$ cat src/rtl/ddr_pkg.sv
`timescale 1ns / 1ps

package ddr_pkg;

	localparam int MAX_PLACES = 32;
	localparam int DATA_W     = 31;
	localparam int PLACE_W    = 6;
	localparam int IDX_W      = $clog2(MAX_PLACES);
	localparam int VALUE_W    = 32;
	localparam int PROD_W     = DATA_W + 4;
	localparam int DIGIT_W    = 4;
	localparam int DIV_STEPS  = DATA_W;

	localparam logic [DIGIT_W-1:0] DIGIT_NINE = DIGIT_W'(9);

endpackage

$ cat src/rtl/decimal_division_rounded_core.sv
// The integer part follows the 31-step bit-serial integer division, a step per place
// (multiply, four digit bits) and a rounding step; then one decimal digit per cycle.
// A zero divisor answers in the next cycle. One division runs at a time: a new start
// is taken only while the sequencer is idle.
// Reset (arst_n low, asynchronous) returns the sequencer to idle and drops valid.
// Results are strobed for one cycle each and the receiver cannot stall them.
`timescale 1ns / 1ps

module decimal_division_rounded_core
	import ddr_pkg::*;
(
	input  logic                clk,
	input  logic                arst_n,
	input  logic                start,
	output logic                busy,
	input  logic [DATA_W-1:0]   dividend,
	input  logic [DATA_W-1:0]   divisor,
	input  logic [PLACE_W-1:0]  places,
	output logic                valid,
	output logic [VALUE_W-1:0]  value,
	output logic                is_integer_part,
	output logic                last,
	output logic                div_by_zero
);

	typedef enum logic [2:0] {
		IDLE,
		INT_DIV,
		DIG_MUL,
		DIG_BIT,
		ROUND,
		EMIT_INT,
		EMIT_DIG
	} state_t;

	state_t               state_q;
	logic [DATA_W-1:0]    rem_q;
	logic [DATA_W-1:0]    quo_q;
	logic [DATA_W-1:0]    den_q;
	logic [PLACE_W-1:0]   nplaces_q;
	logic [PLACE_W-1:0]   cnt_q;
	logic [1:0]           bit_q;
	logic [PROD_W-1:0]    t_q;
	logic [DIGIT_W-2:0]   acc_q;
	logic [IDX_W-1:0]     last_non9_q;
	logic                 have_non9_q;
	logic                 round_q;
	logic                 valid_q;
	logic [VALUE_W-1:0]   value_q;
	logic                 is_int_q;
	logic                 last_q;
	logic                 dz_q;

	logic [DIGIT_W-1:0]   digits_q [MAX_PLACES];

	logic [DATA_W:0]      div_r;
	logic [DATA_W:0]      div_diff;
	logic                 div_ge;
	logic [PROD_W-1:0]    shifted_den;
	logic                 dig_ge;
	logic [PROD_W-1:0]    dig_diff;
	logic [DIGIT_W-1:0]   new_digit;
	logic [PROD_W-1:0]    times_ten;
	logic                 round_up;
	logic [DIGIT_W-1:0]   rd_digit;
	logic [DIGIT_W-1:0]   out_digit;
	logic [PLACE_W-1:0]   cnt_next;
	logic                 accept;
	logic                 dig_we;

	assign accept = start && (state_q == IDLE);

	// One restoring step of the integer division.
	assign div_r    = {rem_q, quo_q[DATA_W-1]};
	assign div_ge   = div_r >= {1'b0, den_q};
	assign div_diff = div_r - {1'b0, den_q};

	// One quotient bit of the decimal digit, weights 8, 4, 2 and 1.
	assign shifted_den = PROD_W'(den_q) << bit_q;
	assign dig_ge      = t_q >= shifted_den;
	assign dig_diff    = t_q - shifted_den;
	assign new_digit   = {acc_q, dig_ge};

	assign times_ten = (PROD_W'(rem_q) << 3) + (PROD_W'(rem_q) << 1);

	// The digit after the last place is five or more exactly when twice the remainder
	// reaches the divisor.
	assign round_up = {rem_q, 1'b0} >= {1'b0, den_q};

	assign cnt_next = cnt_q + PLACE_W'(1);
	assign dig_we   = (state_q == DIG_BIT) && (bit_q == 2'd0);

	// Rounding lands on the last digit that is not a nine; the nines after it roll to
	// zero. With no such digit the carry reaches the integer part.
	assign rd_digit = digits_q[cnt_q[IDX_W-1:0]];
	always_comb begin
		out_digit = rd_digit;
		if (round_q) begin
			if (!have_non9_q) begin
				out_digit = '0;
			end else if (cnt_q[IDX_W-1:0] == last_non9_q) begin
				out_digit = rd_digit + DIGIT_W'(1);
			end else if (cnt_q[IDX_W-1:0] > last_non9_q) begin
				out_digit = '0;
			end
		end
	end

	always_ff @(posedge clk) begin
		if (dig_we) begin
			digits_q[cnt_q[IDX_W-1:0]] <= new_digit;
		end
	end

	always_ff @(posedge clk or negedge arst_n) begin
		if (!arst_n) begin
			state_q     <= IDLE;
			rem_q       <= '0;
			quo_q       <= '0;
			den_q       <= '0;
			nplaces_q   <= '0;
			cnt_q       <= '0;
			bit_q       <= '0;
			t_q         <= '0;
			acc_q       <= '0;
			last_non9_q <= '0;
			have_non9_q <= 1'b0;
			round_q     <= 1'b0;
			valid_q     <= 1'b0;
			value_q     <= '0;
			is_int_q    <= 1'b0;
			last_q      <= 1'b0;
			dz_q        <= 1'b0;
		end else begin
			valid_q <= 1'b0;
			unique case (state_q)
				IDLE: begin
					if (accept) begin
						if (divisor == '0) begin
							valid_q  <= 1'b1;
							value_q  <= '0;
							is_int_q <= 1'b0;
							last_q   <= 1'b1;
							dz_q     <= 1'b1;
						end else begin
							rem_q       <= '0;
							quo_q       <= dividend;
							den_q       <= divisor;
							nplaces_q   <= (places > PLACE_W'(MAX_PLACES)) ?
								PLACE_W'(MAX_PLACES) : places;
							cnt_q       <= '0;
							have_non9_q <= 1'b0;
							last_non9_q <= '0;
							state_q     <= INT_DIV;
						end
					end
				end
				INT_DIV: begin
					rem_q <= div_ge ? div_diff[DATA_W-1:0] : div_r[DATA_W-1:0];
					quo_q <= {quo_q[DATA_W-2:0], div_ge};
					if (cnt_q == PLACE_W'(DIV_STEPS - 1)) begin
						cnt_q   <= '0;
						state_q <= (nplaces_q == '0) ? ROUND : DIG_MUL;
					end else begin
						cnt_q <= cnt_next;
					end
				end
				DIG_MUL: begin
					t_q     <= times_ten;
					bit_q   <= 2'd3;
					acc_q   <= '0;
					state_q <= DIG_BIT;
				end
				DIG_BIT: begin
					if (dig_ge) begin
						t_q <= dig_diff;
					end
					acc_q <= new_digit[DIGIT_W-2:0];
					bit_q <= bit_q - 2'd1;
					if (bit_q == 2'd0) begin
						rem_q <= dig_ge ? dig_diff[DATA_W-1:0] : t_q[DATA_W-1:0];
						if (new_digit != DIGIT_NINE) begin
							have_non9_q <= 1'b1;
							last_non9_q <= cnt_q[IDX_W-1:0];
						end
						cnt_q   <= cnt_next;
						state_q <= (cnt_next == nplaces_q) ? ROUND : DIG_MUL;
					end
				end
				ROUND: begin
					round_q <= round_up;
					state_q <= EMIT_INT;
				end
				EMIT_INT: begin
					valid_q  <= 1'b1;
					value_q  <= {1'b0, quo_q} + VALUE_W'(round_q && !have_non9_q);
					is_int_q <= 1'b1;
					last_q   <= (nplaces_q == '0);
					dz_q     <= 1'b0;
					cnt_q    <= '0;
					state_q  <= (nplaces_q == '0) ? IDLE : EMIT_DIG;
				end
				EMIT_DIG: begin
					valid_q  <= 1'b1;
					value_q  <= VALUE_W'(out_digit);
					is_int_q <= 1'b0;
					last_q   <= (cnt_next == nplaces_q);
					dz_q     <= 1'b0;
					cnt_q    <= cnt_next;
					if (cnt_next == nplaces_q) begin
						state_q <= IDLE;
					end
				end
				default: begin
					state_q <= IDLE;
				end
			endcase
		end
	end

	assign busy            = (state_q != IDLE);
	assign valid           = valid_q;
	assign value           = value_q;
	assign is_integer_part = is_int_q;
	assign last            = last_q;
	assign div_by_zero     = dz_q;

`ifndef SYNTHESIS
	a_zero_div_answers: assert property (@(posedge clk) disable iff (!arst_n)
		start && !busy && (divisor == '0) |=> valid && div_by_zero && last)
		else $error("zero divisor did not answer in the next cycle");

	a_zero_div_value: assert property (@(posedge clk) disable iff (!arst_n)
		valid && div_by_zero |-> (value == '0) && !is_integer_part)
		else $error("zero divisor transfer carries a value");

	a_digit_range: assert property (@(posedge clk) disable iff (!arst_n)
		valid && !is_integer_part && !div_by_zero |-> value <= VALUE_W'(9))
		else $error("decimal digit out of range");

	a_int_part_range: assert property (@(posedge clk) disable iff (!arst_n)
		valid && is_integer_part |-> !div_by_zero && (value <= (VALUE_W'(1) << DATA_W)))
		else $error("integer part out of range");

	a_last_ends_item: assert property (@(posedge clk) disable iff (!arst_n)
		valid && last |-> !busy)
		else $error("final transfer while the sequencer still runs");
`endif

endmodule
$ cat config.mk
export PLATFORM = sky130hd
export DESIGN_NAME = decimal_division_rounded_core
export DESIGN_NICKNAME = d
export VERILOG_FILES = /design/src/rtl/ddr_pkg.sv /design/src/rtl/decimal_division_rounded_core.sv
export SDC_FILE = /design/constraint.sdc
export NUM_CORES = 1
export LEC_CHECK = 0
export CORE_MARGIN = 4
export CORE_UTILIZATION = 59
export DETAILED_ROUTE_END_ITERATION = 10
export DONT_BUFFER_PORTS = 1
export GPL_TIMING_DRIVEN = 0
export HOLD_SLACK_MARGIN = 0.08
export PLACE_DENSITY = 0.78
export SKIP_CTS_REPAIR_TIMING = 1
export SYNTH_ARGS = -nofsm -noshare
export SYNTH_HDL_FRONTEND = slang
export SYNTH_SLANG_ARGS = --single-unit
$ cat constraint.sdc
create_clock -name clk -period 4.4 [get_ports clk]
set_input_delay 0.44 -clock clk [delete_from_list [all_inputs] [get_ports clk]]
set_output_delay 0.44 -clock clk [all_outputs]
set_load 0.05 [all_outputs]
# After elaboration in Yosys (flattened, before gate mapping)
# Memory sizes are Yosys's and may differ from the RTL's.
# Index checks and enable logic that the tools add are counted.
dict set report op_classes {
  addsub 7
  multipliers 0
  div 0
  n_lt_le_gt_ge 5
  n_eq_ne 18
  shifts 1
  n_mux 57
  n_bitwise 1
  n_reduce_logical 26
}
# op count
set ops {}
lappend ops {{31-bit two-way mux} 7}
lappend ops {{32-bit case mux with 3 select lines} 1}
lappend ops {{31-bit case mux with 3 select lines} 1}
lappend ops {{35-bit case mux with 2 select lines} 1}
lappend ops {{32-bit by 31-bit greater-or-equal comparator with 1-bit output} 2}
lappend ops {{32-bit two-way mux} 2}
lappend ops {{31-bit case mux with 2 select lines} 1}
lappend ops {{34-bit by 32-bit adder with 35-bit output} 1}
lappend ops {{35-bit greater-or-equal comparator} 1}
lappend ops {{35-bit two-way mux} 1}
lappend ops {{31-bit by 2-bit left shift with 35-bit output} 1}
lappend ops {{35-bit subtractor} 1}
lappend ops {{31-bit by 1-bit adder with 32-bit output} 1}
lappend ops {{31-bit zero test} 1}
lappend ops {{31-bit subtractor} 1}
lappend ops {{6-bit two-way mux} 5}
lappend ops {{6-bit case mux with 5 select lines} 1}
lappend ops {{3-bit two-way mux} 8}
lappend ops {{3-bit case mux with 7 select lines} 1}
lappend ops {{5-bit two-way mux} 4}
lappend ops {{4-bit two-way mux} 4}
lappend ops {{1-bit two-way mux} 12}
lappend ops {{3-bit AND reduction} 4}
lappend ops {{2-bit != test, second input constant} 5}
lappend ops {{31 further kinds} 48}
dict set report word_totals {
  regBits 191
  latchBits 0
  ram_bits 128
  rom_bits 0
  in_bits 71
  output_inout_bits 37
  wordCells 133
  n_memories 1
}
# memory depth width read_ports rd_clocked_by_memory_dff wr line_no
set memory_table {}
lappend memory_table {digits_q 32 4 1 0 1 decimal_division_rounded_core.sv:54} ;# logic [DIGIT_W-1:0] digits_q [MAX_PLACES];

# Logic depth before layout (Yosys ltp)
dict set report logic_depth {
  depth_word 6
  ltp_mapped 20
  depth_no_buf 16
}

# Least setup slack after synthesis
# No wires, ideal clock.
dict set report synth_path {
  kind {register to register}
  from {register bit_q[0]}
  to {register t_q[32]}
  setup_ns 0.131
  arrival_ns 4.126
  required_ns 4.269
  path_slack_ns 0.144
  path_stages_with_launch 18
  path_buffers 4
  synth_period_minus_slack_ns 4.256
  path_cell_list {dfrtp_1 -> clkbuf_1 -> buf_1 -> clkbuf_1 -> mux2i_1 -> a21oi_1 -> inv_1 -> ha_1 -> buf_2 -> and3_1 -> a221o_1 -> a211o_1 -> a311oi_1 -> o211ai_1 -> o211ai_2 -> mux2_2 -> o32ai_1 -> a21oi_1}
}
dict set report synth_via {
  elab_chain_len 4
  word_cells_on_any_way 7
  cone_classes {add/sub: 1; order compare: 1; eq/ne: 1; shift: 1; mux: 2; reduce/logical: 1}
}
# element line_no
set synth_rtl {}
lappend synth_rtl {{from (decl)} decimal_division_rounded_core.sv:42} ;# logic [1:0] bit_q;
lappend synth_rtl {{from (signal assigned)} decimal_division_rounded_core.sv:179} ;# bit_q <= bit_q - 2'd1;
lappend synth_rtl {{31-bit by 2-bit left shift with 35-bit output *} decimal_division_rounded_core.sv:79} ;# assign shifted_den = PROD_W'(den_q) << bit_q;
lappend synth_rtl {{35-bit subtractor or 35-bit greater-or-equal comparator (tied branches)} {decimal_division_rounded_core.sv:81, decimal_division_rounded_core.sv:80}}
lappend synth_rtl {{35-bit two-way mux or 2-bit != test (tied branches)} n/a}
lappend synth_rtl {{35-bit case mux with 2 select lines or 2-bit AND reduction (tied branches)} n/a}
lappend synth_rtl {{to (signal assigned)} decimal_division_rounded_core.sv:169} ;# t_q <= times_ten;
lappend synth_rtl {{to (signal assigned)} decimal_division_rounded_core.sv:176} ;# t_q <= dig_diff;
lappend synth_rtl {{to (decl)} decimal_division_rounded_core.sv:43} ;# logic [PROD_W-1:0] t_q;
# Mark *: on every way between the ends. The rest lies on a longest branch, timed or not. The select of a mux whose other input is x is not followed.
# A chain may end at the register's enable or synchronous reset.

# Final worst setup path
# Ends and elaborated chain as after synthesis.

==> results.md <==
| Metric | This run | Unit |
| --- | --- | --- |
| Residual DRC count | 0 | - |
| Global-route wire length before repair | 94,600 | µm |
| Iter 0 DRT Violations | 2,075 | - |
| Yosys top cell by area | sky130_fd_sc_hd__dfrtp_1 | - |
| Bufs on Longest Clock Path | 3 | - |
| Total setup violations reported at the end of the flow | 0 | - |
| WL final | 61,700 | µm |
| Count of max-cap constraint violations | 0 | - |
| Maximum fanout count along the critical path | 10 | - |
| Total via count in the routed design | 17,858 | - |
| Critical Path, Cell by Cell | buf_4 -> buf_4 -> clkinvlp_4 -> and3_1 -> ha_1 -> inv_1 -> fa_1 -> a21o_1 -> a221o_1 -> a211o_1 -> a311oi_4 -> o211ai_1 -> o211ai_2 -> mux2_2 -> o32ai_1 -> a21oi_1 | - |
| Core region area | 34,600 | µm² |
| Worst hold slack | -0.398 | ns |
| Footprint of the flip-flops and latches | 8620 | µm² |
| Area of the die | 38,300 | µm² |
| Sort of element at the start of the critical path | register | - |
| Leading cell types by count after synthesis | sky130_fd_sc_hd__nand2_1, sky130_fd_sc_hd__dfrtp_1, sky130_fd_sc_hd__o21ai_0 | - |
| Main combinational cell family by area after synthesis | compound AO/OA/AOI/OAI gates | - |
| Cell mode on critical path | sky130_fd_sc_hd__buf_4 | - |
| Layout overhead on the synthesized area | 11.1 | % |
| Xor/xnor share of the synthesized area | 0.0489 | - |
| Count of pins on the block boundary | 108 | - |
| Worst Max-Slew Pin Slew | 1.19 | ns |
| Synth Register Bits | 319 | - |
| Endpoint required time on the critical path | 4.79 | ns |
| IO Port Bufs | 0 | - |
| Top cell family by delay on the critical path | compound AO/OA/AOI/OAI gates | - |
| Pre-Repair DR Iteration Count | 6 | - |
| GR Layer Usage met3 | 0.0457 | - |
| Area contributors post-synth | sky130_fd_sc_hd__dfrtp_1, sky130_fd_sc_hd__edfxtp_1, sky130_fd_sc_hd__ha_1, sky130_fd_sc_hd__o21ai_0, sky130_fd_sc_hd__mux4_2 | - |
| Slowest cell delay on critical path | 0.45 | ns |
| Portion of the clock cycle consumed by the worst path in the final layout | 0.981 | - |
| Simple-gate portion of the synthesized area | 0.140 | - |
| Synth Flop Type | sky130_fd_sc_hd__dfrtp_1 | - |
| Number of routed nets with antenna violations | 0 | - |
| Maximum number of pins on one net before global-route repair | 192 | - |
| Die Wd | 196 | µm |
| Final number of max-transition violations | 0 | - |
| Number of buffers inserted during clock tree synthesis | 35 | - |
| Share of layout cells above drive strength 1 | 0.102 | - |
| Mean instance size in the synthesized netlist | 9.75 | µm² |
| Tightest Hold Check Type | primary input to async pin | - |
| Global router's overall resource usage | 0.310 | - |
| Via-per-instance ratio | 6.65 | - |
| Post-synth ARST share | 0.599 | - |
| Insertion delay to the later sink of the worst-skew pair | 0.54 | ns |
| Multi-input gate area in the final layout | 11,300 | µm² |
| Critical-path cell with the highest stage delay | sky130_fd_sc_hd__dfrtp_2 | - |
| Failing checks | hold timing | - |
| Top-area cell type share of the netlist area | 0.230 | - |
| Die Y-Extent | 196 | µm |
| Via count of the first global-routing pass | 17,218 | - |
| GPL Wtd Cong | 0.995 | - |
| Met1 usage in global routing | 0.403 | - |
| Post-detailed-route wirelength per cell | 23.0 | µm |
| Clock sinks | 319 | - |
| Setup clock skew after layout | 0.0233 | ns |
| CTS tree | done | - |
| Instance count of the mapped netlist | 2,130 | - |
| Layer carrying the most global-route usage | met2 | - |
| Multiplexer share of the synthesized area | 0.107 | - |
| Compound-cell area share of the yosys netlist | 0.178 | - |
| Buffer type at the clock tree root | sky130_fd_sc_hd__clkbuf_16 | - |
| Detailed-placement wirelength estimate | 45,600 | µm |
| Met2 track demand over resource in global routing | 0.509 | - |
| Post-Syn Area | 20,800 | µm² |
| Remaining Overflow, GRT | 0 | - |
| Category of the critical setup timing path | register to register | - |
| Maximum clock frequency | 232 | MHz |
| Adder-cell share of the synthesized area | 0.0673 | - |
| Clock-pin slew on the worst setup and hold paths | 0.06 | ns |
| Synthesized netlist net count | 2,311 | - |
| Number of antenna violations at the first check in global routing | 1 | - |
| Run status | finished, violations left | - |
| Final-report hold violation count | 191 | - |
| Number of H-tree levels | 2 | - |
| Post-synthesis sequential area ratio | 0.415 | - |
| Unique cell type count in the Yosys netlist | 85 | - |
| Crit. End Element | register | - |
| Most instantiated library cell after synthesis | sky130_fd_sc_hd__nand2_1 | - |
| Arr. time, crit path | 4.71 | ns |
| Final min period | 4.31 | ns |
| Relative max-transition margin | 0.209 | - |
| Warning count from the yosys run | 0 | - |
| EDFF count, synth | 128 | - |
| Net count, final | 2,387 | - |
| Buffering stage count on the worst path with inverters included | 4 | - |
| Initial standard-cell utilization of the core | 0.600 | - |
| # rows | 68 | - |
| Fill cells | 2,565 | - |
-- cell type report --
cell class / instances / area share
Multi-Input combinational cell: 1589 / 0.492
Sequential cell: 319 / 0.374
Clock buffer: 49 / 0.0455
Tap cell: 455 / 0.0247
Buffer: 106 / 0.0227
Inverter: 115 / 0.0192
Timing Repair Buffer: 40 / 0.0172
Clock inverter: 13 / 0.00526
Antenna cell: 1 / 0.000108
-- final timing paths --
kind | depth (start not counted) | endpoint | slack (ns) | from
worst max-delay path | 16 | t_q[32] | 0.09 | bit_q[0]
worst min-delay path | 0 | quo_q[12] | -0.40 | arst_n
worst max register to register | 16 | t_q[32] | 0.09 | bit_q[0]
worst min register to register | 1 | have_non9_q | 0.51 | have_non9_q
max in group asynchronous | 0 | bit_q[0] | 4.56 | arst_n
min in group clk | 2 | nplaces_q[1] | 0.08 | places[1]
-- metal layers --
layer | vias up | share of wire
met3 | 241 | 0.078
met1 | 8656 | 0.38
li1 | 7977 | -
met2 | 984 | 0.48
met4 | 0 | 0.060
met5 | - | 0
-- stage by stage --
step	cells	area, µm²	setup WS (ns)	utilization	setup TNS, ns
finish	2687	23100	0.0853	0.667	0
global route	2686	23100	-0.0445	0.666	-0.119
CTS	2647	22500	-1.51	0.650	-117.94
detailed placement	2585	21300	-1.48	0.616	-110.56
global placement	2585	21300	-1.42	0.616	-97.84
floorplan	2130	20800	0.144	-	0
-- placed cells by master (no fill, tap or decap), types with 14 or more instances in the layout --
master | synthesis | final
sky130_fd_sc_hd__a31oi_1 | 27 | 27
sky130_fd_sc_hd__mux2i_1 | 57 | 55
sky130_fd_sc_hd__clkbuf_1 | 69 | 68
sky130_fd_sc_hd__a22oi_1 | 17 | 17
sky130_fd_sc_hd__dlygate4sd3_1 | 0 | 32
sky130_fd_sc_hd__mux4_2 | 41 | 41
sky130_fd_sc_hd__and3_1 | 24 | 24
sky130_fd_sc_hd__buf_2 | 26 | 25
sky130_fd_sc_hd__nor4_1 | 16 | 14
sky130_fd_sc_hd__xor2_1 | 55 | 55
sky130_fd_sc_hd__o22ai_1 | 17 | 17
sky130_fd_sc_hd__o21a_1 | 15 | 15
sky130_fd_sc_hd__clkbuf_16 | 0 | 38
sky130_fd_sc_hd__nand3_1 | 46 | 46
sky130_fd_sc_hd__dfrtp_1 | 191 | 190
sky130_fd_sc_hd__a21oi_1 | 133 | 127
sky130_fd_sc_hd__inv_1 | 112 | 111
sky130_fd_sc_hd__a21o_1 | 46 | 46
sky130_fd_sc_hd__nand2b_1 | 25 | 25
sky130_fd_sc_hd__nand2_1 | 237 | 237
sky130_fd_sc_hd__o211ai_1 | 14 | 14
sky130_fd_sc_hd__nor2_1 | 160 | 160
sky130_fd_sc_hd__ha_1 | 107 | 107
sky130_fd_sc_hd__edfxtp_1 | 128 | 128
sky130_fd_sc_hd__mux2_2 | 37 | 37
sky130_fd_sc_hd__o31ai_1 | 17 | 16
sky130_fd_sc_hd__nand4_1 | 23 | 23
sky130_fd_sc_hd__nor3_1 | 21 | 19
sky130_fd_sc_hd__xnor2_1 | 61 | 61
sky130_fd_sc_hd__or3_1 | 15 | 15
sky130_fd_sc_hd__o21ai_0 | 185 | 183
-- registers in the layout, summed over array words and instances, names as in the netlist --
register,flops
acc_q,3
bit_q,2
cnt_q,6
den_q,31
digits_q,128
div_by_zero,1
have_non9_q,1
is_integer_part,1
last,1
last_non9_q,5
nplaces_q,6
quo_q,31
rem_q,31
round_q,1
state_q,3
t_q,35
valid,1
value,32
-- kinds of logic (layout without fill, tap and decap cells) --
family | Yosys count | in the layout
adders and majority gates | 110 | 110
xor gates and xnor gates | 116 | 116
DFF | 319 | 319
buffers and inverters | 222 | 323
muxes | 147 | 147
AOI/OAI and AO/OA | 589 | 589
and+or+nand+nor | 627 | 627
other | 0 | 1
Power is left out: the tool's default activity adds up to more than one toggle a clock period on the data nets, which glitch-free logic cannot reach.
